### src/sv/acdb_pkg.sv
// acdb_pkg: shared constants for the audio capture dc blocker
// register indexes, reset values and default widths; no dependencies
package acdb_pkg;

  localparam int SAMPLE_BITS_DEFAULT         = 24;
  localparam int STATE_FRACTION_BITS_DEFAULT = 8;

  localparam int FRAME_BITS  = 32;
  localparam int HALF_BITS   = 16;
  localparam int STATE_BITS  = 32;
  localparam int POLE_BITS   = 15;
  localparam int INDEX_BITS  = 16;
  localparam int CFG_ADDR_BITS = 2;
  localparam int CFG_DATA_BITS = 16;

  typedef enum logic [CFG_ADDR_BITS-1:0] {
    REG_CAPTURE_ENABLE   = 2'd0,
    REG_POLE_COEFFICIENT = 2'd1,
    REG_CHUNK_LENGTH     = 2'd2
  } cfg_reg_t;

  localparam logic [POLE_BITS-1:0]  POLE_RESET  = 15'd32604;
  localparam logic [INDEX_BITS-1:0] CHUNK_RESET = 16'd8000;

endpackage

### src/sv/acdb_stream_if.sv
// acdb_stream_if: valid/ready channels for frame words and filtered results
// depends on acdb_pkg for field widths
interface acdb_in_if;
  logic                           valid;
  logic                           ready;
  logic [acdb_pkg::HALF_BITS-1:0] word_high;
  logic [acdb_pkg::HALF_BITS-1:0] word_low;

  modport source (output valid, output word_high, output word_low, input ready);
  modport sink   (input valid, input word_high, input word_low, output ready);
endinterface

interface acdb_out_if #(
  parameter int SAMPLE_BITS = acdb_pkg::SAMPLE_BITS_DEFAULT
);
  logic                            valid;
  logic                            ready;
  logic signed [SAMPLE_BITS-1:0]   filtered_sample;
  logic [acdb_pkg::INDEX_BITS-1:0] write_index;
  logic                            buffer_select;
  logic                            chunk_done;

  modport source (output valid, output filtered_sample, output write_index,
                  output buffer_select, output chunk_done, input ready);
  modport sink   (input valid, input filtered_sample, input write_index,
                  input buffer_select, input chunk_done, output ready);
endinterface

### src/sv/audio_capture_dc_blocker.sv
// audio_capture_dc_blocker: frame join, first-order dc blocker, ping-pong indexing
// depends on acdb_pkg and the channel interfaces in acdb_stream_if.sv
//
// usage
//   sample_in carries one frame per word: word_high then word_low, joined as a
//   32-bit two's complement frame and shifted down to a SAMPLE_BITS sample
//   result_out carries one filtered sample per word, tagged with its position in
//   the current chunk, the ping-pong half and a chunk done flag
//   cfg_write/cfg_index/cfg_data write capture enable, pole and chunk length;
//   write only while no word is in flight
//   latency: one cycle from an accepted frame to its result word
//   throughput: one frame per cycle; the filter feedback (one 32x16 multiply,
//   one add and saturation) closes in a single cycle, so frames may follow
//   back to back
//   while capture is disabled frames are accepted and dropped, state untouched
//   when the receiver stalls the result register holds and sample_in.ready
//   drops, unless the result is taken in that same cycle
//   reset clears filter state, index, half and the result valid, and loads
//   the register reset values (capture off, pole 32604, chunk 8000)
module audio_capture_dc_blocker #(
  parameter int SAMPLE_BITS         = acdb_pkg::SAMPLE_BITS_DEFAULT,
  parameter int STATE_FRACTION_BITS = acdb_pkg::STATE_FRACTION_BITS_DEFAULT
) (
  input  logic                               clk,
  input  logic                               rst,
  input  logic                               cfg_write,
  input  logic [acdb_pkg::CFG_ADDR_BITS-1:0] cfg_index,
  input  logic [acdb_pkg::CFG_DATA_BITS-1:0] cfg_data,
  acdb_in_if.sink                            sample_in,
  acdb_out_if.source                         result_out
);

  localparam int SB  = SAMPLE_BITS;
  localparam int FB  = STATE_FRACTION_BITS;
  localparam int STW = acdb_pkg::STATE_BITS;
  localparam int PW  = acdb_pkg::POLE_BITS;
  // product of state and pole, pole taken as a positive signed value
  localparam int MW  = STW + PW + 1;
  // feedback term after the Q0.15 rounding shift
  localparam int FW  = MW - PW;
  // unsaturated new state
  localparam int DW  = SB + 1 + FB;
  localparam int YW  = ((DW > FW) ? DW : FW) + 1;
  // rounded output before sample saturation
  localparam int OW  = STW + 2;

  localparam logic signed [MW-1:0] POLE_ROUND = MW'(1) <<< (PW - 1);
  localparam logic signed [STW:0]  OUT_ROUND  =
    (FB > 0) ? ((STW + 1)'(1) <<< ((FB > 0) ? FB - 1 : 0)) : '0;
  localparam logic signed [YW-1:0] Y_MAX = YW'({1'b0, {(STW - 1){1'b1}}});
  localparam logic signed [YW-1:0] Y_MIN = -YW'(Y_MAX) - YW'(1);
  localparam logic signed [OW-1:0] S_MAX = OW'({1'b0, {(SB - 1){1'b1}}});
  localparam logic signed [OW-1:0] S_MIN = -OW'(S_MAX) - OW'(1);

  // configuration registers
  logic                             capture_enable;
  logic [PW-1:0]                    pole_coefficient;
  logic [acdb_pkg::INDEX_BITS-1:0]  chunk_length;

  // filter and chunk state
  logic signed [SB-1:0]             previous_input;
  logic signed [STW-1:0]            previous_output;
  logic [acdb_pkg::INDEX_BITS-1:0]  sample_position;
  logic                             active_half;

  // result register
  logic                             out_valid;
  logic signed [SB-1:0]             out_sample;
  logic [acdb_pkg::INDEX_BITS-1:0]  out_index;
  logic                             out_half;
  logic                             out_done;

  logic                             accept;
  logic                             take;
  logic [acdb_pkg::FRAME_BITS-1:0]  frame;
  logic signed [SB-1:0]             x;
  logic signed [MW-1:0]             product;
  logic signed [MW-1:0]             product_rnd;
  logic signed [FW-1:0]             feedback;
  logic signed [SB:0]               diff;
  logic signed [YW-1:0]             y_full;
  logic signed [STW-1:0]            y_sat;
  logic signed [STW:0]              y_rnd;
  logic signed [OW-1:0]             o_full;
  logic signed [SB-1:0]             o_sat;
  logic [acdb_pkg::INDEX_BITS:0]    pos_inc;
  logic                             done;

  // room in the result register when empty or being drained this cycle
  assign sample_in.ready = !out_valid || result_out.ready;
  assign accept          = sample_in.valid && sample_in.ready;
  assign take            = accept && capture_enable;

  always_comb begin
    frame   = {sample_in.word_high, sample_in.word_low};
    // arithmetic shift down keeps the top SB bits
    x       = $signed(frame[acdb_pkg::FRAME_BITS-1 -: SB]);

    // a * y_prev, rounded half up in Q0.15
    product     = MW'(previous_output) * $signed({1'b0, pole_coefficient});
    product_rnd = product + POLE_ROUND;
    feedback    = product_rnd[MW-1:PW];

    diff   = (SB + 1)'(x) - (SB + 1)'(previous_input);
    y_full = (YW'(diff) <<< FB) + YW'(feedback);

    // state saturates at 32 bits
    if (y_full > Y_MAX) begin
      y_sat = STW'(Y_MAX);
    end else if (y_full < Y_MIN) begin
      y_sat = STW'(Y_MIN);
    end else begin
      y_sat = y_full[STW-1:0];
    end

    // round to an integer sample, then saturate to the sample width
    y_rnd  = (STW + 1)'(y_sat) + OUT_ROUND;
    o_full = OW'(y_rnd >>> FB);
    if (o_full > S_MAX) begin
      o_sat = SB'(S_MAX);
    end else if (o_full < S_MIN) begin
      o_sat = SB'(S_MIN);
    end else begin
      o_sat = o_full[SB-1:0];
    end

    // chunk ends once position + 1 reaches the length; zero length ends every sample
    pos_inc = {1'b0, sample_position} + 1'b1;
    done    = pos_inc >= {1'b0, chunk_length};
  end

  // configuration port
  always_ff @(posedge clk) begin
    if (rst) begin
      capture_enable   <= 1'b0;
      pole_coefficient <= acdb_pkg::POLE_RESET;
      chunk_length     <= acdb_pkg::CHUNK_RESET;
    end else if (cfg_write) begin
      case (cfg_index)
        acdb_pkg::REG_CAPTURE_ENABLE:   capture_enable   <= cfg_data[0];
        acdb_pkg::REG_POLE_COEFFICIENT: pole_coefficient <= cfg_data[PW-1:0];
        acdb_pkg::REG_CHUNK_LENGTH:     chunk_length     <= cfg_data;
        default: ;
      endcase
    end
  end

  // filter state and chunk position
  always_ff @(posedge clk) begin
    if (rst) begin
      previous_input  <= '0;
      previous_output <= '0;
      sample_position <= '0;
      active_half     <= 1'b0;
    end else if (take) begin
      if (done) begin
        previous_input  <= '0;
        previous_output <= '0;
        sample_position <= '0;
        active_half     <= !active_half;
      end else begin
        previous_input  <= x;
        previous_output <= y_sat;
        sample_position <= pos_inc[acdb_pkg::INDEX_BITS-1:0];
      end
    end
  end

  // result register
  always_ff @(posedge clk) begin
    if (rst) begin
      out_valid <= 1'b0;
    end else if (sample_in.ready) begin
      out_valid <= take;
    end
  end

  always_ff @(posedge clk) begin
    if (take) begin
      out_sample <= o_sat;
      out_index  <= sample_position;
      out_half   <= active_half;
      out_done   <= done;
    end
  end

  assign result_out.valid           = out_valid;
  assign result_out.filtered_sample = out_sample;
  assign result_out.write_index     = out_index;
  assign result_out.buffer_select   = out_half;
  assign result_out.chunk_done      = out_done;

endmodule

### src/flat_wrapper.sv
// flat-port wrapper written by rule: the top's interface ports become plain ports
module audio_capture_dc_blocker_flat 
#(
  parameter int SAMPLE_BITS         = acdb_pkg::SAMPLE_BITS_DEFAULT,
  parameter int STATE_FRACTION_BITS = acdb_pkg::STATE_FRACTION_BITS_DEFAULT
)
  (clk, rst, cfg_write, cfg_index, cfg_data, sample_in_valid, sample_in_word_high, sample_in_word_low, sample_in_ready, result_out_valid, result_out_filtered_sample, result_out_write_index, result_out_buffer_select, result_out_chunk_done, result_out_ready);
  acdb_in_if sample_in_i ();
  acdb_out_if #(.SAMPLE_BITS(SAMPLE_BITS)) result_out_i ();
  input  logic clk;
  input  logic rst;
  input  logic cfg_write;
  input  logic [acdb_pkg::CFG_ADDR_BITS-1:0] cfg_index;
  input  logic [acdb_pkg::CFG_DATA_BITS-1:0] cfg_data;
  input wire logic [$bits(sample_in_i.valid)-1:0] sample_in_valid;
  input wire logic [$bits(sample_in_i.word_high)-1:0] sample_in_word_high;
  input wire logic [$bits(sample_in_i.word_low)-1:0] sample_in_word_low;
  output wire logic [$bits(sample_in_i.ready)-1:0] sample_in_ready;
  output wire logic [$bits(result_out_i.valid)-1:0] result_out_valid;
  output wire logic [$bits(result_out_i.filtered_sample)-1:0] result_out_filtered_sample;
  output wire logic [$bits(result_out_i.write_index)-1:0] result_out_write_index;
  output wire logic [$bits(result_out_i.buffer_select)-1:0] result_out_buffer_select;
  output wire logic [$bits(result_out_i.chunk_done)-1:0] result_out_chunk_done;
  input wire logic [$bits(result_out_i.ready)-1:0] result_out_ready;
  assign sample_in_i.valid = sample_in_valid;
  assign sample_in_i.word_high = sample_in_word_high;
  assign sample_in_i.word_low = sample_in_word_low;
  assign sample_in_ready = sample_in_i.ready;
  assign result_out_valid = result_out_i.valid;
  assign result_out_filtered_sample = result_out_i.filtered_sample;
  assign result_out_write_index = result_out_i.write_index;
  assign result_out_buffer_select = result_out_i.buffer_select;
  assign result_out_chunk_done = result_out_i.chunk_done;
  assign result_out_i.ready = result_out_ready;
  audio_capture_dc_blocker #(.SAMPLE_BITS(SAMPLE_BITS), .STATE_FRACTION_BITS(STATE_FRACTION_BITS)) u_core (.clk(clk), .rst(rst), .cfg_write(cfg_write), .cfg_index(cfg_index), .cfg_data(cfg_data), .sample_in(sample_in_i), .result_out(result_out_i));
endmodule
### config.mk
export PLATFORM = sky130hd
export DESIGN_NAME = audio_capture_dc_blocker_flat
export DESIGN_NICKNAME = d
export VERILOG_FILES = /design/src/sv/acdb_pkg.sv /design/src/sv/acdb_stream_if.sv /design/src/sv/audio_capture_dc_blocker.sv /design/src/flat_wrapper.sv
export SDC_FILE = /design/constraint.sdc
export NUM_CORES = 2
export LEC_CHECK = 0
export ABC_CLOCK_PERIOD_IN_PS = 13710
export BUFFER_PORTS_ARGS = -buffer_cell sky130_fd_sc_hd__buf_4
export CAP_MARGIN = 40
export CORE_MARGIN = 8
export CORE_UTILIZATION = 56
export CTS_BUF_LIST = sky130_fd_sc_hd__clkbuf_4 sky130_fd_sc_hd__clkbuf_8
export CTS_CLUSTER_DIAMETER = 120
export DETAILED_ROUTE_END_ITERATION = 7
export PLACE_DENSITY = 0.73
export REMOVE_ABC_BUFFERS = 1
export SYNTH_ARGS = -nofsm -noshare
export SYNTH_HDL_FRONTEND = slang
export SYNTH_SLANG_ARGS = --single-unit
### constraint.sdc
create_clock -name clk -period 13.71 [get_ports clk]
set_clock_uncertainty 0.1 [all_clocks]
set_input_delay 2.742 -clock clk [delete_from_list [all_inputs] [get_ports clk]]
set_output_delay 2.742 -clock clk [all_outputs]
set_load 0.1 [all_outputs]
Yosys cells after proc, flatten, opt, wreduce, memory -nomap -nowiden
Index checks and enable logic that the tools add are counted.
{"block": "totals", "ff_bits": 148, "in_bits": 55, "output_inout_bits": 44, "elab_cells": 41}
{"block": "classes", "add_sub_neg": 5, "mul": 1, "n_lt_le_gt_ge": 5, "eq_ne": 2, "muxes": 6, "reduce_logical": 10}
{"op": "32-bit two-way mux", "n": 3}
{"op": "48-bit by 16-bit adder with 48-bit output, second input constant", "n": 1}
{"op": "32-bit by 16-bit multiplier with 48-bit output", "n": 1}
{"op": "24-bit two-way mux", "n": 2}
{"op": "33-bit by 33-bit adder with 34-bit output", "n": 1}
{"op": "34-bit by 32-bit > comparator with 1-bit output, second input constant", "n": 1}
{"op": "34-bit by 32-bit < comparator with 1-bit output, second input constant", "n": 1}
{"op": "32-bit by 9-bit adder with 33-bit output, second input constant", "n": 1}
{"op": "25-bit by 24-bit > comparator with 1-bit output, second input constant", "n": 1}
{"op": "25-bit by 24-bit < comparator with 1-bit output, second input constant", "n": 1}
{"op": "24-bit by 24-bit subtractor with 25-bit output", "n": 1}
{"op": "16-bit by 1-bit adder with 17-bit output, second input constant", "n": 1}
{"op": "17-bit by 16-bit greater-or-equal comparator with 1-bit output", "n": 1}
{"op": "16-bit two-way mux", "n": 1}
{"op": "2-bit AND reduction", "n": 4}
{"op": "2-bit by 1-bit equality test with 1-bit output, second input constant", "n": 1}
{"op": "2-bit equality test, second input constant", "n": 1}
{"op": "1-bit logical AND", "n": 2}
{"op": "1-bit zero test", "n": 2}
{"op": "2-bit zero test", "n": 1}
{"op": "1-bit logical OR", "n": 1}

Depth between registers and ports, before layout
{"block": "depth", "word_depth": 9, "depth_mapped": 44, "mapped_depth_nobuf": 40}

Worst setup path after synthesis
OpenSTA, ideal clock, no wires.
{"block": "synth_timing", "kind": "register to register", "from": "register u_core.pole_coefficient[9]", "to": "register u_core.out_sample[10] (netlist: u_core.result_out.filtered_sample[10]), data pin", "setup_time_ns": 0.267, "arrival_ns": 9.670, "required_ns": 13.343, "setup_slack_ns": 3.673, "path_stages_with_launch": 40, "path_buffers": 2, "period_less_slack_ns": 10.037, "cell_sequence": "dfxtp_1 -> clkbuf_1 -> nand2_1 -> fa_1 -> inv_1 -> fa_1 -> fa_1 -> fa_1 -> fa_1 -> inv_1 -> fa_1 -> inv_1 -> ha_1 -> a21o_1 -> a21o_1 -> o21bai_1 -> a21oi_1 -> a31oi_1 -> (+4 left out) -> nor2_1 -> xnor2_1 -> ha_1 -> and3_1 -> a311o_1 -> mux2_1 -> o41ai_1 -> nor2_2 -> o21a_1 -> clkbuf_1 -> nor2_1 -> nor2_1 -> ha_1 -> nand2_1 -> o32ai_4 -> and2_1 -> a21o_1 -> o21ai_2"}
{"block": "synth_between", "elab_chain_cells": 9, "word_cells_on_any_way": 11, "cone_classes": "add/sub: 3; mul: 1; order compare: 4; mux: 3"}
{"item": "start, declared", "line": "audio_capture_dc_blocker.sv:57", "source": "logic [PW-1:0] pole_coefficient;"}
{"item": "start signal, assigned", "line": "audio_capture_dc_blocker.sv:136", "source": "pole_coefficient <= acdb_pkg::POLE_RESET;"}
{"item": "start signal, assigned", "line": "audio_capture_dc_blocker.sv:141", "source": "acdb_pkg::REG_POLE_COEFFICIENT: pole_coefficient <= cfg_data[PW-1:0];"}
{"item": "32-bit by 16-bit multiplier with 48-bit output *", "line": "audio_capture_dc_blocker.sv:100", "source": "product = MW'(previous_output) * $signed({1'b0, pole_coefficient});"}
{"item": "48-bit by 16-bit adder with 48-bit output *", "line": "audio_capture_dc_blocker.sv:101", "source": "product_rnd = product + POLE_ROUND;"}
{"item": "33-bit by 33-bit adder with 34-bit output *", "line": "audio_capture_dc_blocker.sv:105", "source": "y_full = (YW'(diff) <<< FB) + YW'(feedback);"}
{"item": "34-bit by 32-bit < comparator with 1-bit output", "line": "audio_capture_dc_blocker.sv:110", "source": "end else if (y_full < Y_MIN) begin"}
{"item": "32-bit two-way mux", "line": "audio_capture_dc_blocker.sv:110"}
{"item": "32-bit two-way mux *", "line": "audio_capture_dc_blocker.sv:108", "source": "if (y_full > Y_MAX) begin"}
{"item": "32-bit by 9-bit adder with 33-bit output *", "line": "audio_capture_dc_blocker.sv:117", "source": "y_rnd = (STW + 1)'(y_sat) + OUT_ROUND;"}
{"item": "25-bit by 24-bit < comparator with 1-bit output", "line": "audio_capture_dc_blocker.sv:121", "source": "end else if (o_full < S_MIN) begin"}
{"item": "24-bit two-way mux", "line": "audio_capture_dc_blocker.sv:121"}
{"item": "end signal, assigned", "line": "audio_capture_dc_blocker.sv:180", "source": "out_sample <= o_sat;"}
{"item": "end, declared", "line": "audio_capture_dc_blocker.sv:68", "source": "logic signed [SB-1:0] out_sample;"}
Every way passes the cells marked *; elsewhere a longest branch is shown, timed or not.
A chain may end at the register's enable or synchronous reset.

Worst setup path after layout
{"block": "layout_timing", "from": "register u_core.pole_coefficient[11]", "to": "register u_core.out_sample[17] (netlist: u_core.result_out.filtered_sample[17]), data pin"}
Same word-level chain as after synthesis.

==> results.yml <==
clock_tree:
  clock-sinks: 148
  cts-htree-levels: 4
  cts_resized: 0
  clk_latency_ns: 0.50
  cts_buffers: 17
  clockBufferDepth: 2
  post-cts-setup-buffer-count: 0
  cts_root_buf: "clkbuf_8"
  clk_pin_slew_worst_paths_ns: 0.09
  cts_tree: "done"
  holdBufCountCts: 0
setup_path:
  critPathRequiredTime_ns: 13.88
  crit_top_cell: "fa_1"
  crit_type: "flop to flop"
  slowest_delay_ns: 0.97
  startpoint: "u_core.pole_coefficient[11]$_SDFFE_PP1P_"
  path_max_fanout: 21
  crit-reg2reg-launch: "u_core.pole_coefficient[11]$_SDFFE_PP1P_"
  crit_slowest_cell: "dfxtp_1"
  worst_setup_path_end_kind: "flop"
  cp-start-kind: "flop"
  crit_arrival_ns: 12.41
cells_and_area:
  area_growth_pct: 6.26
  postLayoutCoreUtil_pct: 60.3
  nets: 3773
  drive_above_1_share_pct: 7.11
yosys:
  yosysMostFrequentCell: "inv_1"
  synthArstFlopShare_pct: 0
  synthTopCellsByCount: "608 x inv_1, 455 x fa_1, 406 x nand2_1"
  synthSimpleGateAreaFrac_pct: 18.2
  synth_edf_count: 42
  ys_seq_area_share_pct: 12.8
  ys_types: 92
  yosysTopAreaCellShare_pct: 34.5
  synth_xor_area_share_pct: 3.28
  muxShareOfSynthArea_pct: 0.284
  avgSynthCellArea_sq_um: 8.66
  ys_ff_latch: 148
  netlist_area_sq_um: 26400
  netlist_instances: 3050
  synth-compound-area-share_pct: 10.3
  yosys_warnings: 0
  synth_top_family_by_area: "adder cells"
  ys.flop_type: "dfxtp_1"
  synthAdderAreaFrac_pct: 44.4
  synth_top_cell_by_area: "fa_1"
  synth.area.top_cells: "fa_1 34%, ha_1 9.9%, inv_1 8.6%"
place:
  place_congestion: 0.943
  portBuffers: 90
  hpwl_mm: 53.4
  place_ws_ns: 1.69
power_and_ir_drop:
  vdd_drop_max_mv: 0.0819
  p_per_area_nw_per_um2: 92.1
  p_sw_share_pct: 49.4
  power_uw: 2590
  p_int_uw: 1310
  switchingPower_uw: 1280
  seqPwrFrac_pct: 20.4
  power_frac_comb_pct: 63.5
  p_leak_uw: 0.0136
  p_clk_share_pct: 16.1
route:
  totalWireLength_mm: 67.7
  first_iter_violations: 1514
  ant_nets: 0
  post_drt_wl_per_cell_um: 18.4
  num_vias: 20900
  drcViolationCount: 0
  routed_via_density: 5.68
  dr.pass1.iters: 6
sta:
  finalHoldViolations: 0
  slew_viol_final: 0
  setup_tns_ns: 0
  setup_viol: 0
  fin_ws_ns: 1.47
  fin_crit_sh_pct: 89.2
  worst_pin_slew_ns: 0.982
  rsz0062_at_grt: "no"
  relSlewSlack_pct: 34.5
  max_freq_mhz: 81.7
  min_period_ns: 12.24
floorplan:
  initial_core_util_pct: 56.8
  core_area_sq_um: 46600
  die-area_sq_um: 54400
  die_h_um: 233
  fp.dieW_um: 233
  rows: 79
  ios: 99
outcome:
  status: "completed"
global_route:
  antenna_found_initial: 1
  grt_pass1_wl_mm: 113
  grt-ovfl-total: 0
  grt_start_max_net_pins: 84
  grt_use_total_pct: 25.9
  grt_pass1_vias: 22300
hold_path:
  holdCritPathClass: "flop to flop"
  holdCritStartpoint: "u_core.previous_input[21]$_SDFFE_PP0P_"
job:
  maxCapViolations: 0
==> routing by layer <==
metal	global-route usage, %	part of all wire, %
met1	33.1	41
met2	44.8	51
met3	3.06	5.3
met4	9.68	3.4
met5	0	0
==> logic make-up (layout without fill, tap and decap cells) <==
| logic type | Yosys count | after routing |
|---|---|---|
| DFF | 148 | 148 |
| AOI/OAI and AO/OA | 419 | 419 |
| adders and majority gates | 664 | 664 |
| other | 0 | 1 |
| and+or+nand+nor | 966 | 966 |
| buffers and inverters | 748 | 765 |
| xor gates and xnor gates | 98 | 98 |
| muxes | 7 | 7 |
==> power by group through the flow <==
stage	combinational [uW]	clock, uW	sequential, uW
global route	1800	439	530
global placement	1580	0	537
detailed placement	1610	0	537
finish	1640	417	528
floorplan	1160	0	553
CTS	1630	425	527
==> registers in the layout, summed over array words and instances, names as in the netlist <==
name and count:
u_core.result_out.buffer_select 1, u_core.pole_coefficient 15, u_core.result_out.filtered_sample 24, u_core.active_half 1, u_core.capture_enable 1, u_core.result_out.valid 1, u_core.previous_input 24, u_core.sample_position 16
u_core.previous_output 32, u_core.result_out.write_index 16, u_core.result_out.chunk_done 1, u_core.chunk_length 16
==> layout make-up <==
class	count	area, sq um
multi-input cells	2154	20200
fillers	4109	18500
flip-flops and latches	148	3390
inverters	609	2290
repair buffers	124	971
well taps	607	759
clock buffers	18	241
clock inverters	14	224
diodes	1	2.50
==> metrics by stage <==
step	cell area, sq um	hold slack (ns)	cells
after floorplan	25900	0.317	2911
final	28100	0.356	3675
after detailed placement	27600	0.332	3642
after global routing	28100	0.376	3675
after CTS	28100	0.357	3674
after global placement	27500	0.332	3638
==> placed cells by master, fill, tap and decap left out, drive strengths merged, types with 5 or more instances in the layout <==
| cell | n |
|---|---|
| inv | 612 |
| o21a | 15 |
| and2 | 245 |
| a21o | 35 |
| o21ai | 86 |
| clkinv | 5 |
| dfxtp | 106 |
| a21oi | 181 |
| nand2b | 10 |
| xnor2 | 60 |
| xor2 | 38 |
| nand4 | 14 |
| clkbuf | 18 |
| o211ai | 6 |
| a2111oi | 8 |
| and3 | 22 |
| bufinv | 5 |
| a31oi | 11 |
| a211oi | 8 |
| or3 | 5 |
| a211o | 9 |
| o21bai | 11 |
| edfxtp | 42 |
| nor3 | 31 |
| nor2 | 97 |
| a41oi | 5 |
| fa | 455 |
| nor4 | 5 |
| nand2 | 410 |
| nand3b | 26 |
| ha | 209 |
| nor2b | 9 |
| nand3 | 74 |
| buf | 124 |
==> worst paths after layout <==
kind | slack (ns) | cells past startpoint | end
worst min-delay path | 0.36 | 2 | u_core.previous_input[21]$_SDFFE_PP0P_
worst min register to register | 0.36 | 2 | u_core.previous_input[21]$_SDFFE_PP0P_
worst max register to register | 1.47 | 34 | u_core.result_out.filtered_sample[17]$_SDFFCE_PN1P_
worst max-delay path | 1.47 | 34 | u_core.result_out.filtered_sample[17]$_SDFFCE_PN1P_
==> critical path: cells and delay by family (launching register included) <==
family / cells / cell delay (ns)
simple gates: 4 / 0.98
flops: 1 / 0.97
fa+ha+maj: 9 / 4.19
buf+inv: 3 / 0.35
compound gates: 18 / 5.41
Note: power is estimated with default switching activity, not from simulation.
